[config.mk]
export PLATFORM = sky130hd
export DESIGN_NAME = html_entity_stream_decode
export DESIGN_NICKNAME = d
export VERILOG_FILES = /design/src/rtl/core/hesd_pkg.sv /design/src/rtl/core/hesd_front.sv /design/src/rtl/core/hesd_fifo.sv /design/src/rtl/core/hesd_back.sv /design/src/rtl/core/html_entity_stream_decode.sv
export SDC_FILE = /design/constraint.sdc
export NUM_CORES = 1
export LEC_CHECK = 0
export ABC_AREA = 1
export BUFFER_PORTS_ARGS = -buffer_cell sky130_fd_sc_hd__buf_2
export CAP_MARGIN = 5
export CORE_MARGIN = 2
export CORE_UTILIZATION = 56
export CTS_CLUSTER_DIAMETER = 60
export DETAILED_ROUTE_END_ITERATION = 8
export HOLD_SLACK_MARGIN = 0.03
export PLACE_DENSITY = 0.82
export SLEW_MARGIN = 20
export SYNTH_ARGS = -nofsm -noshare
export SYNTH_HDL_FRONTEND = slang
export SYNTH_SLANG_ARGS = --single-unit
[constraint.sdc]
create_clock -name i_clk -period 3.9 [get_ports i_clk]
set_input_delay 0.195 -clock i_clk [delete_from_list [all_inputs] [get_ports i_clk]]
set_output_delay 0.195 -clock i_clk [all_outputs]
set_load 0.01 [all_outputs]
[src/rtl/core/hesd_pkg.sv]
`timescale 1ns / 1ps

package hesd_pkg;

    // Characters that make up the recognized entities.
    localparam logic [7:0] CH_AMP   = 8'h26;  // '&'
    localparam logic [7:0] CH_L     = 8'h6c;  // 'l'
    localparam logic [7:0] CH_T     = 8'h74;  // 't'
    localparam logic [7:0] CH_SEMI  = 8'h3b;  // ';'
    localparam logic [7:0] CH_G     = 8'h67;  // 'g'
    localparam logic [7:0] CH_Q     = 8'h71;  // 'q'
    localparam logic [7:0] CH_U     = 8'h75;  // 'u'
    localparam logic [7:0] CH_O     = 8'h6f;  // 'o'
    localparam logic [7:0] CH_HASH  = 8'h23;  // '#'
    localparam logic [7:0] CH_ZERO  = 8'h30;  // '0'
    localparam logic [7:0] CH_THREE = 8'h33;  // '3'
    localparam logic [7:0] CH_NINE  = 8'h39;  // '9'
    localparam logic [7:0] CH_LT    = 8'h3c;  // '<'
    localparam logic [7:0] CH_GT    = 8'h3e;  // '>'
    localparam logic [7:0] CH_DQUOT = 8'h22;  // '"'
    localparam logic [7:0] CH_SQUOT = 8'h27;  // single quote

    // Match positions: the partial entity held so far.
    localparam logic [3:0] POS_IDLE   = 4'd0;
    localparam logic [3:0] POS_AMP    = 4'd1;   // "&"
    localparam logic [3:0] POS_L      = 4'd2;   // "&l"
    localparam logic [3:0] POS_G      = 4'd3;   // "&g"
    localparam logic [3:0] POS_LT     = 4'd4;   // "&lt"
    localparam logic [3:0] POS_GT     = 4'd5;   // "&gt"
    localparam logic [3:0] POS_Q      = 4'd6;   // "&q"
    localparam logic [3:0] POS_QU     = 4'd7;   // "&qu"
    localparam logic [3:0] POS_QUO    = 4'd8;   // "&quo"
    localparam logic [3:0] POS_QUOT   = 4'd9;   // "&quot"
    localparam logic [3:0] POS_HASH   = 4'd10;  // "&#"
    localparam logic [3:0] POS_H0     = 4'd11;  // "&#0"
    localparam logic [3:0] POS_H03    = 4'd12;  // "&#03"
    localparam logic [3:0] POS_H039   = 4'd13;  // "&#039"

    // One command from the front to the back: flush the held text of pre,
    // then an optional character, then the held text of tail.
    typedef struct packed {
        logic [3:0] pre;
        logic       has_char;
        logic [7:0] chr;
        logic [3:0] tail;
        logic       last;
    } t_cmd;

    // Number of held bytes for a match position.
    function automatic logic [2:0] f_held_len(input logic [3:0] pos);
        logic [2:0] len;
        case (pos)
            POS_AMP:                           len = 3'd1;
            POS_L, POS_G, POS_Q, POS_HASH:     len = 3'd2;
            POS_LT, POS_GT, POS_QU, POS_H0:    len = 3'd3;
            POS_QUO, POS_H03:                  len = 3'd4;
            POS_QUOT, POS_H039:                len = 3'd5;
            default:                           len = 3'd0;
        endcase
        return len;
    endfunction

    // Byte k of the held text of a match position.
    function automatic logic [7:0] f_held_byte(input logic [3:0] pos, input logic [2:0] k);
        logic [39:0] txt;
        logic [7:0]  b;
        case (pos)
            POS_AMP:  txt = {32'd0, CH_AMP};
            POS_L:    txt = {24'd0, CH_L, CH_AMP};
            POS_G:    txt = {24'd0, CH_G, CH_AMP};
            POS_LT:   txt = {16'd0, CH_T, CH_L, CH_AMP};
            POS_GT:   txt = {16'd0, CH_T, CH_G, CH_AMP};
            POS_Q:    txt = {24'd0, CH_Q, CH_AMP};
            POS_QU:   txt = {16'd0, CH_U, CH_Q, CH_AMP};
            POS_QUO:  txt = {8'd0, CH_O, CH_U, CH_Q, CH_AMP};
            POS_QUOT: txt = {CH_T, CH_O, CH_U, CH_Q, CH_AMP};
            POS_HASH: txt = {24'd0, CH_HASH, CH_AMP};
            POS_H0:   txt = {16'd0, CH_ZERO, CH_HASH, CH_AMP};
            POS_H03:  txt = {8'd0, CH_THREE, CH_ZERO, CH_HASH, CH_AMP};
            POS_H039: txt = {CH_NINE, CH_THREE, CH_ZERO, CH_HASH, CH_AMP};
            default:  txt = 40'd0;
        endcase
        case (k)
            3'd0:    b = txt[7:0];
            3'd1:    b = txt[15:8];
            3'd2:    b = txt[23:16];
            3'd3:    b = txt[31:24];
            3'd4:    b = txt[39:32];
            default: b = 8'd0;
        endcase
        return b;
    endfunction

    // Byte that continues a partial entity of at least two bytes.
    function automatic logic [7:0] f_want(input logic [3:0] pos);
        logic [7:0] w;
        case (pos)
            POS_L, POS_G, POS_QUO:             w = CH_T;
            POS_LT, POS_GT, POS_QUOT, POS_H039: w = CH_SEMI;
            POS_Q:                             w = CH_U;
            POS_QU:                            w = CH_O;
            POS_HASH:                          w = CH_ZERO;
            POS_H0:                            w = CH_THREE;
            POS_H03:                           w = CH_NINE;
            default:                           w = 8'd0;
        endcase
        return w;
    endfunction

    // Position reached when the wanted byte arrives (idle when complete).
    function automatic logic [3:0] f_next(input logic [3:0] pos);
        logic [3:0] p;
        case (pos)
            POS_L:    p = POS_LT;
            POS_G:    p = POS_GT;
            POS_Q:    p = POS_QU;
            POS_QU:   p = POS_QUO;
            POS_QUO:  p = POS_QUOT;
            POS_HASH: p = POS_H0;
            POS_H0:   p = POS_H03;
            POS_H03:  p = POS_H039;
            default:  p = POS_IDLE;
        endcase
        return p;
    endfunction

    // Decoded character when ';' completes an entity, zero otherwise.
    function automatic logic [7:0] f_final(input logic [3:0] pos);
        logic [7:0] c;
        case (pos)
            POS_LT:   c = CH_LT;
            POS_GT:   c = CH_GT;
            POS_QUOT: c = CH_DQUOT;
            POS_H039: c = CH_SQUOT;
            default:  c = 8'd0;
        endcase
        return c;
    endfunction

endpackage

[src/rtl/core/hesd_front.sv]
`timescale 1ns / 1ps

module hesd_front
    import hesd_pkg::*;
(
    input  logic       i_clk,
    input  logic       i_rst_n,
    input  logic       i_valid,
    output logic       o_ready,
    input  logic [7:0] i_byte,
    input  logic       i_last,
    input  logic       i_q_full,
    output logic       o_push,
    output t_cmd       o_cmd
);

    logic [3:0] r_pos;
    logic [3:0] n_pos;
    logic       taken;
    logic [7:0] fin;
    logic [3:0] new_pos;
    logic       accept;
    logic [3:0] out_cnt;

    assign o_ready = !i_q_full;
    assign accept  = i_valid && o_ready;
    assign fin     = f_final(r_pos);

    // Match the byte against the held partial entity.
    always_comb begin
        taken   = 1'b0;
        new_pos = POS_IDLE;
        if (r_pos == POS_AMP) begin
            taken = 1'b1;
            if (i_byte == CH_L) begin
                new_pos = POS_L;
            end else if (i_byte == CH_G) begin
                new_pos = POS_G;
            end else if (i_byte == CH_Q) begin
                new_pos = POS_Q;
            end else if (i_byte == CH_HASH) begin
                new_pos = POS_HASH;
            end else begin
                taken = 1'b0;
            end
        end else if (r_pos >= POS_L && r_pos <= POS_H039 && i_byte == f_want(r_pos)) begin
            taken   = 1'b1;
            new_pos = f_next(r_pos);
        end
        if (!taken) begin
            new_pos = (i_byte == CH_AMP) ? POS_AMP : POS_IDLE;
        end
    end

    // Build the command for the back end.
    always_comb begin
        o_cmd.pre      = taken ? POS_IDLE : r_pos;
        o_cmd.has_char = taken ? (fin != 8'd0) : (i_byte != CH_AMP);
        o_cmd.chr      = taken ? fin : i_byte;
        o_cmd.tail     = i_last ? new_pos : POS_IDLE;
        o_cmd.last     = i_last;
        out_cnt = {1'b0, f_held_len(o_cmd.pre)} + {3'd0, o_cmd.has_char}
                + {1'b0, f_held_len(o_cmd.tail)};
        n_pos   = i_last ? POS_IDLE : new_pos;
    end

    // Words that produce nothing only move the match state.
    assign o_push = accept && (out_cnt != 4'd0);

    always_ff @(posedge i_clk) begin
        if (!i_rst_n) begin
            r_pos <= POS_IDLE;
        end else if (accept) begin
            r_pos <= n_pos;
        end
    end

    a_pos_range: assert property (@(posedge i_clk) disable iff (!i_rst_n)
        r_pos <= POS_H039) else $error("match position out of range");
    a_last_pushes: assert property (@(posedge i_clk) disable iff (!i_rst_n)
        (accept && i_last) |-> o_push) else $error("last word produced no output");
    a_last_clears: assert property (@(posedge i_clk) disable iff (!i_rst_n)
        (accept && i_last) |=> r_pos == POS_IDLE) else $error("match state kept past last");

endmodule

[src/rtl/core/hesd_fifo.sv]
`timescale 1ns / 1ps

module hesd_fifo
    import hesd_pkg::*;
(
    input  logic i_clk,
    input  logic i_rst_n,
    input  logic i_push,
    input  t_cmd i_cmd,
    output logic o_full,
    input  logic i_pop,
    output logic o_empty,
    output t_cmd o_cmd
);

    localparam int DEPTH = 4;
    localparam int AW    = $clog2(DEPTH);

    t_cmd        r_mem [DEPTH];
    logic [AW:0] r_wptr;
    logic [AW:0] r_rptr;

    assign o_empty = (r_wptr == r_rptr);
    assign o_full  = (r_wptr[AW-1:0] == r_rptr[AW-1:0]) && (r_wptr[AW] != r_rptr[AW]);
    assign o_cmd   = r_mem[r_rptr[AW-1:0]];

    // Command storage.
    always_ff @(posedge i_clk) begin
        if (i_push) begin
            r_mem[r_wptr[AW-1:0]] <= i_cmd;
        end
    end

    // Pointers with a wrap bit.
    always_ff @(posedge i_clk) begin
        if (!i_rst_n) begin
            r_wptr <= '0;
            r_rptr <= '0;
        end else begin
            if (i_push) begin
                r_wptr <= r_wptr + 1'b1;
            end
            if (i_pop) begin
                r_rptr <= r_rptr + 1'b1;
            end
        end
    end

    a_no_overflow: assert property (@(posedge i_clk) disable iff (!i_rst_n)
        i_push |-> !o_full) else $error("push into full queue");
    a_no_underflow: assert property (@(posedge i_clk) disable iff (!i_rst_n)
        i_pop |-> !o_empty) else $error("pop from empty queue");
    a_fill_bound: assert property (@(posedge i_clk) disable iff (!i_rst_n)
        (r_wptr - r_rptr) <= (AW+1)'(DEPTH)) else $error("queue fill count broken");

endmodule

[src/rtl/core/hesd_back.sv]
`timescale 1ns / 1ps

module hesd_back
    import hesd_pkg::*;
(
    input  logic       i_clk,
    input  logic       i_rst_n,
    input  logic       i_q_empty,
    input  t_cmd       i_cmd,
    output logic       o_pop,
    output logic       o_valid,
    input  logic       i_ready,
    output logic [7:0] o_byte,
    output logic       o_last
);

    t_cmd       r_cmd;
    logic       r_busy;
    logic [3:0] r_idx;
    logic       r_out_valid;
    logic [7:0] r_out_byte;
    logic       r_out_last;

    logic [3:0] len_pre;
    logic [3:0] len_tail;
    logic [3:0] total;
    logic [3:0] char_at;
    logic [3:0] tail_k;
    logic [7:0] cur_byte;
    logic       out_free;
    logic       advance;
    logic       at_end;

    assign len_pre  = {1'b0, f_held_len(r_cmd.pre)};
    assign len_tail = {1'b0, f_held_len(r_cmd.tail)};
    assign total    = len_pre + {3'd0, r_cmd.has_char} + len_tail;
    assign char_at  = len_pre;
    assign tail_k   = r_idx - len_pre - {3'd0, r_cmd.has_char};

    // Select the byte at the current place of the command.
    always_comb begin
        if (r_idx < len_pre) begin
            cur_byte = f_held_byte(r_cmd.pre, r_idx[2:0]);
        end else if (r_cmd.has_char && r_idx == char_at) begin
            cur_byte = r_cmd.chr;
        end else begin
            cur_byte = f_held_byte(r_cmd.tail, tail_k[2:0]);
        end
    end

    assign out_free = !r_out_valid || i_ready;
    assign advance  = r_busy && out_free;
    assign at_end   = (r_idx == total - 4'd1);
    assign o_pop    = !i_q_empty && (!r_busy || (advance && at_end));

    // Command register and word counter.
    always_ff @(posedge i_clk) begin
        if (!i_rst_n) begin
            r_busy <= 1'b0;
            r_idx  <= 4'd0;
        end else if (o_pop) begin
            r_busy <= 1'b1;
            r_idx  <= 4'd0;
        end else if (advance) begin
            if (at_end) begin
                r_busy <= 1'b0;
            end
            r_idx <= r_idx + 4'd1;
        end
    end

    always_ff @(posedge i_clk) begin
        if (o_pop) begin
            r_cmd <= i_cmd;
        end
    end

    // Output register holds a word until the sink takes it.
    always_ff @(posedge i_clk) begin
        if (!i_rst_n) begin
            r_out_valid <= 1'b0;
        end else if (out_free) begin
            r_out_valid <= r_busy;
        end
    end

    always_ff @(posedge i_clk) begin
        if (advance) begin
            r_out_byte <= cur_byte;
            r_out_last <= r_cmd.last && at_end;
        end
    end

    assign o_valid = r_out_valid;
    assign o_byte  = r_out_byte;
    assign o_last  = r_out_last;

    a_idx_bound: assert property (@(posedge i_clk) disable iff (!i_rst_n)
        r_busy |-> r_idx < total) else $error("word counter ran past command");
    a_cmd_nonempty: assert property (@(posedge i_clk) disable iff (!i_rst_n)
        r_busy |-> total != 4'd0) else $error("empty command loaded");
    a_hold_stall: assert property (@(posedge i_clk) disable iff (!i_rst_n)
        (r_out_valid && !i_ready) |=> (r_out_valid && $stable(r_out_byte)))
        else $error("stalled output word changed");

endmodule

[src/rtl/core/html_entity_stream_decode.sv]
`timescale 1ns / 1ps

// Channel   Dir  Handshake                   Data
// s_axis    in   i_s_axis_tvalid/o_..tready  tdata[7:0] = in_byte, tlast = in_last
// m_axis    out  o_m_axis_tvalid/i_..tready  tdata[7:0] = out_byte, tlast = out_last
//
// An input word is taken every cycle while the four-entry command queue has room.
// A word expands into zero to six output words; the back end sends one per cycle
// while the sink is ready, so the sustained rate is one word per cycle except
// where held bytes are flushed. Words pass the queue, command and output registers.
// Reset is synchronous and active low and empties the queue and match state.
// Either side may stall; the queue and the output register decouple them.

module html_entity_stream_decode
    import hesd_pkg::*;
(
    input  logic       i_clk,
    input  logic       i_rst_n,
    input  logic       i_s_axis_tvalid,
    output logic       o_s_axis_tready,
    input  logic [7:0] i_s_axis_tdata,   // [7:0] in_byte
    input  logic       i_s_axis_tlast,
    output logic       o_m_axis_tvalid,
    input  logic       i_m_axis_tready,
    output logic [7:0] o_m_axis_tdata,   // [7:0] out_byte
    output logic       o_m_axis_tlast
);

    logic q_full;
    logic q_empty;
    logic push;
    logic pop;
    t_cmd cmd_in;
    t_cmd cmd_out;

    hesd_front u_front (
        .i_clk    (i_clk),
        .i_rst_n  (i_rst_n),
        .i_valid  (i_s_axis_tvalid),
        .o_ready  (o_s_axis_tready),
        .i_byte   (i_s_axis_tdata),
        .i_last   (i_s_axis_tlast),
        .i_q_full (q_full),
        .o_push   (push),
        .o_cmd    (cmd_in)
    );

    hesd_fifo u_fifo (
        .i_clk   (i_clk),
        .i_rst_n (i_rst_n),
        .i_push  (push),
        .i_cmd   (cmd_in),
        .o_full  (q_full),
        .i_pop   (pop),
        .o_empty (q_empty),
        .o_cmd   (cmd_out)
    );

    hesd_back u_back (
        .i_clk     (i_clk),
        .i_rst_n   (i_rst_n),
        .i_q_empty (q_empty),
        .i_cmd     (cmd_out),
        .o_pop     (pop),
        .o_valid   (o_m_axis_tvalid),
        .i_ready   (i_m_axis_tready),
        .o_byte    (o_m_axis_tdata),
        .o_last    (o_m_axis_tlast)
    );

endmodule

# After elaboration in Yosys (flattened, before gate mapping)
# Memories as Yosys holds them, arrays and structs flattened. A register that Yosys moved wholly into a read port is not among the register bits.
# Cells that the tools add are included.
# word_totals
ff_bits,25
n_memories,9
input_bits,13
wordCells,114
mem_bits_ro,1264
ram_bits,72
# classes
bitwise_logic,1
n_reduce_logical,24
n_eq_ne,25
order_cmp,3
add_sub_neg,10
muxes,34
# mem_list
name,words,width,read_ports,rd_clocked_by_memory_dff,write_ports,line_no,source
(name not given),16,28,1,0,0,hesd_pkg.sv:67,case (pos)
(name not given),16,28,1,0,0,hesd_pkg.sv:67,
(name not given),16,7,1,1,0,hesd_pkg.sv:97,case (pos)
u_fifo.r_mem,4,18,1,1,1,hesd_fifo.sv:19,t_cmd r_mem [DEPTH];
(name not given),16,4,1,1,0,hesd_pkg.sv:113,case (pos)
(name not given),16,3,1,0,0,hesd_pkg.sv:52,case (pos)
+3 memories,n/a,n/a,n/a,n/a,n/a,n/a,
# op_table
op,count
$pmux 8 s5,2
$mux 4,14
$mux 8,4
$eq 8x7->1 const B,3
$pmux 6 s4,1
$eq 8x6->1 const B,2
$mux 1,13
$eq 3x2->1 const B,4
$logic_and 1x1->1,10
$add 3x1->4,2
$add 4x3->4,2
$eq 4x3->1 const B,2
$eq 4x4->1 const B,2
$eq 8x8->1,1
$ne 8x6->1 const B,1
$reduce_bool 8->1,1
$add 3x1->3 const B,2
$eq 3x1->1 const B,2
$eq 3x3->1 const B,2
$logic_not 3->1,2
$add 4x1->4 const B,1
$eq 4x1->1 const B,1
$eq 4x3->1,1
$eq 4x4->1,1
16 further kinds,21

# Logic depth before layout (Yosys ltp)
# An unclocked memory read counts as a cell.
# logic_depth
depth_word,14
depth_mapped,24

# By module
# A second synthesis with hierarchy kept.
# unflattened
hier_cells,965
hier_area_um2,8210.4
# modules_own_cells
module,area_per_inst_um2,seq_area_each_um2,instances,cells_per_inst
hesd_back,3493.4,1691.6,1,412
hesd_fifo,3398.3,2322.2,1,322
hesd_front,1318.8,280.3,1,231

# Worst setup path before layout
# No wires, ideal clock.
# synth_timing
path_kind,register to register
startpoint,register u_front.r_pos[1]
endpoint,register u_fifo.r_wptr[2]
path_stages_with_launch,23
path_slack_ns,0.135
n_path_buf,2
arrival_time_ns,3.703
cell_sequence,dfxtp_1 -> buf_6 -> clkinv_2 -> nand2_1 -> nand2_1 -> nor2_1 -> nand3_1 -> nand2_2 -> nand2_2 -> inv_2 -> buf_6 -> nand2_4 -> nor2_4 -> nand4_1 -> o21ai_1 -> nand2_1 -> fa_1 -> inv_1 -> fa_1 -> o41ai_2 -> nor2_1 -> a21oi_1 -> o21a_1
# synth_lines
item,line_no,source
start: declaration,hesd_front.sv:17,logic [3:0] r_pos;
start signal: assignment,hesd_front.sv:74,r_pos <= n_pos;
end signal: assignment,hesd_fifo.sv:41,r_wptr <= r_wptr + 1'b1;
end: declaration,hesd_fifo.sv:20,logic [AW:0] r_wptr;

==> reports/metrics.cfg <==
[worst_setup_path]
path_cells=clkinv_2 > nand2_1 > nand2_1 > nor2_1 > nand3_1 > nand2_2 > nand2_2 > inv_2 > nand2_1 > nor2_1 > nand2_1 > nand4_1 > o21ai_1 > nand2_1 > fa_1 > inv_1 > fa_1 > xor2_1 > o41ai_4 > buf_4 > nor2_1 > buf_12
r2r_end=u_fifo.r_mem[0][0]
slowest_delay_ns=0.39
cp_common_cell=nand2_1
critPathCaptureType=flip-flop
rrSetupSlack_ns=0.24
crit_type=reg -> reg
cp_max_fo=18
crit_slowest_cell=dfxtp_4
reg2reg_from=u_front.r_pos[1]
cp.arrival_ns=3.82
cp-start-kind=flip-flop
critical_path_required_ns=4.06
crit_start=u_front.r_pos[1]
reg2reg_depth=22

[grt]
grt_pass1_vias=5293
grt_max_degree=39
antenna_found_initial=0
grt_pass1_wl_um=25400
grt-ovfl-total=0
track_usage_pct=25.2

[clock_network]
clkLatencyLatePin_ns=0.41
cts_tree=done
cts-root-buf=clkbuf_16
hold_buffers=0
clk_pin_slew_ns=0.05
clkSinkCount=125
htreeDepth=4
clockBufferDepth=2
numCtsBuffers=17

[min_path]
whs_path_depth=1
hp-start=i_s_axis_tdata[7]
min_path_type=in -> reg
min_to=u_fifo.r_mem[1][12]

[cells_and_area]
drive_gt1_share_pct=18.1
synthToLayoutAreaGrowth_pct=16.0
register_area_um2=3500
multiInputGateArea_um2=2910
final_nets=819
final_util_pct=66.3
antenna_cells=0
num-fill-cells=884
finalInstanceArea_um2=7890

[floorplanning]
die-area_um2=13000
rows=40
coreArea_um2=11900
pin_count=24
die_y_um=114
die_x_um=114
start_util_pct=57.1

[sta]
drv_slew=0
setup_viol_count_final=0
slew_headroom_pct=30.6
finalCritPeriodShare_pct=93.9
clock_skew_ns=0.0145
hold_viol=0
min_period_ns=3.66
worst_slack_ns=0.238
tightestPinTransition_ns=1.04
max_freq_mhz=273

[route]
initialDrtViolationCount=537
vias=5314
ant_nets=0
routedWlPerCell_um=16.9
finalWirelength_um=15700
viasPerCell=5.71
firstDrtPassIters=6
drc_errors=0

[placement]
routabilityCongestion=0.977
portBuffers=23
dp_hpwl_um=11000
place_ws_ns=0.0212
dpl-instance-area_um2=7210

[flow_run]
cap_violations=0

[synth]
ys_ff_latch=125
syn_area_per_cell_um2=9.39
synthFlopType=edfxtp_1
async_reset_ff_share_pct=0
ys_seq_area_share_pct=51.3
synth_cell_types=50
synthesis.instances=725
synth_edf_count=99
yosysWarnings=0
synth_nets=774
synth_area_um2=6810

[outcome]
status=finished clean

[power]
irDropWorstVdd_mv=0.371
leakage_nw=3.27
p_per_area_nw_per_um2=766

==> logic make-up (layout without fill, tap and decap cells) <==
| group | after synthesis | count (layout) | synth area share [%] |
|---|---|---|---|
| simple gates | 296 | 296 | 20.5 |
| compound gates | 139 | 139 | 12.2 |
| flops | 125 | 125 | 51.3 |
| buf+inv | 113 | 171 | 6.69 |
| fa+ha+maj | 36 | 36 | 7.17 |
| xor+xnor | 13 | 13 | 1.67 |
| mux | 3 | 3 | 0.441 |
==> registers in the layout, indices dropped and copies added (netlist names), named ones only <==
name	cells
u_back.o_byte	8
u_fifo.r_rptr	3
u_back.o_valid	1
u_back.r_busy	1
u_fifo.r_mem	72
u_back.r_idx	4
u_back.o_last	1
u_front.r_pos	4
u_back.r_cmd	18
u_fifo.r_wptr	3
==> synthesized netlist by cell type (all sizes together), types with 8 or more instances <==
| cell type | instances | share of area (%) |
|---|---|---|
| xor2 | 8 | 1.0 |
| edfxtp | 99 | 44 |
| ha | 31 | 5.7 |
| dfxtp | 26 | 7.6 |
| o21ai | 71 | 5.4 |
| clkbuf | 17 | 0.94 |
| nor3 | 13 | 1.0 |
| nand3 | 41 | 3.3 |
| nand4 | 12 | 1.3 |
| nand2 | 126 | 8.1 |
| inv | 87 | 4.8 |
| nor2 | 98 | 6.1 |
| o22ai | 23 | 2.1 |
| a21oi | 22 | 1.8 |
==> placed cells by master (no fill, tap or decap), drive strengths merged, types with 23 or more instances in the layout <==
cell type	count
nor2	98
nand2	126
o21ai	71
nand3	41
ha	31
o22ai	23
buf	47
inv	87
clkbuf	25
dfxtp	26
edfxtp	99
==> how the worst max path moves through the flow <==
stage | end | slack (ns) | depth (start not counted)
5_1_grt | u_fifo.r_mem[0][3] | -0.008 | 22
2_1_floorplan | u_fifo.r_wptr[2] | 0.14 | 22
3_3_place_gp | u_back.o_byte[2] | -0.03 | 19
6_report | u_fifo.r_mem[0][0] | 0.24 | 22
3_5_place_dp | u_back.o_byte[2] | 0.02 | 19
4_1_cts | u_fifo.r_mem[0][0] | 0.01 | 20
==> stage by stage <==
step / cells / power (W) / TNS, ns / hold slack, ns
6_report: 930 / 0.00604 / 0 / 0.0536
5_1_grt: 930 / 0.00644 / -0.0517 / 0.0390
4_1_cts: 926 / 0.00597 / 0 / 0.0452
3_5_place_dp: 894 / 0.00433 / 0 / 0.470
3_3_place_gp: 894 / 0.00427 / -0.0421 / 0.460
2_1_floorplan: 725 / 0.00364 / 0 / 0.294
==> layout make-up <==
type                    count  area share, %
clock buffers              25           6.15
clock inverters             7           1.41
inverters                  92           4.55
multi-input cells         487           36.8
flip-flops and latches    125           44.3
well taps                 147           2.33
repair buffers             47           4.42
==> power by group <==
group          internal (W)  leakage [nW]  total, W  switching [W]
clock               0.00105         0.289   0.00158       0.000527
combinational      0.000965          1.84   0.00258        0.00162
sequential          0.00176          1.14   0.00188       0.000127
==> critical path: cells and delay by family (launching register included) <==
family,cells,cell delay [ns]
and+or+nand+nor,12,1.20
xor gates and xnor gates,1,0.20
DFF,1,0.39
adders and majority gates,2,0.55
buffers and inverters,5,0.64
AOI/OAI and AO/OA,2,0.44
==> repair_timing <==
action                     4_1_cts  5_1_grt
setup buffers                    0        4
cloned                           0        0
setup endpoints to repair        4       83
pin swaps                        0        3
resized for setup                2       16
==> per-layer routing <==
layer / wire length, um / global-route usage (%) / vias up
met5: 0 / 0 / -
li1: - / - / 2570
met1: 6180 / 28.9 / 2481
met3: 803 / 4.82 / 40
met4: 474 / 11.9 / 0
met2: 8230 / 45.4 / 223
Note: power is estimated with default switching activity, not from simulation.
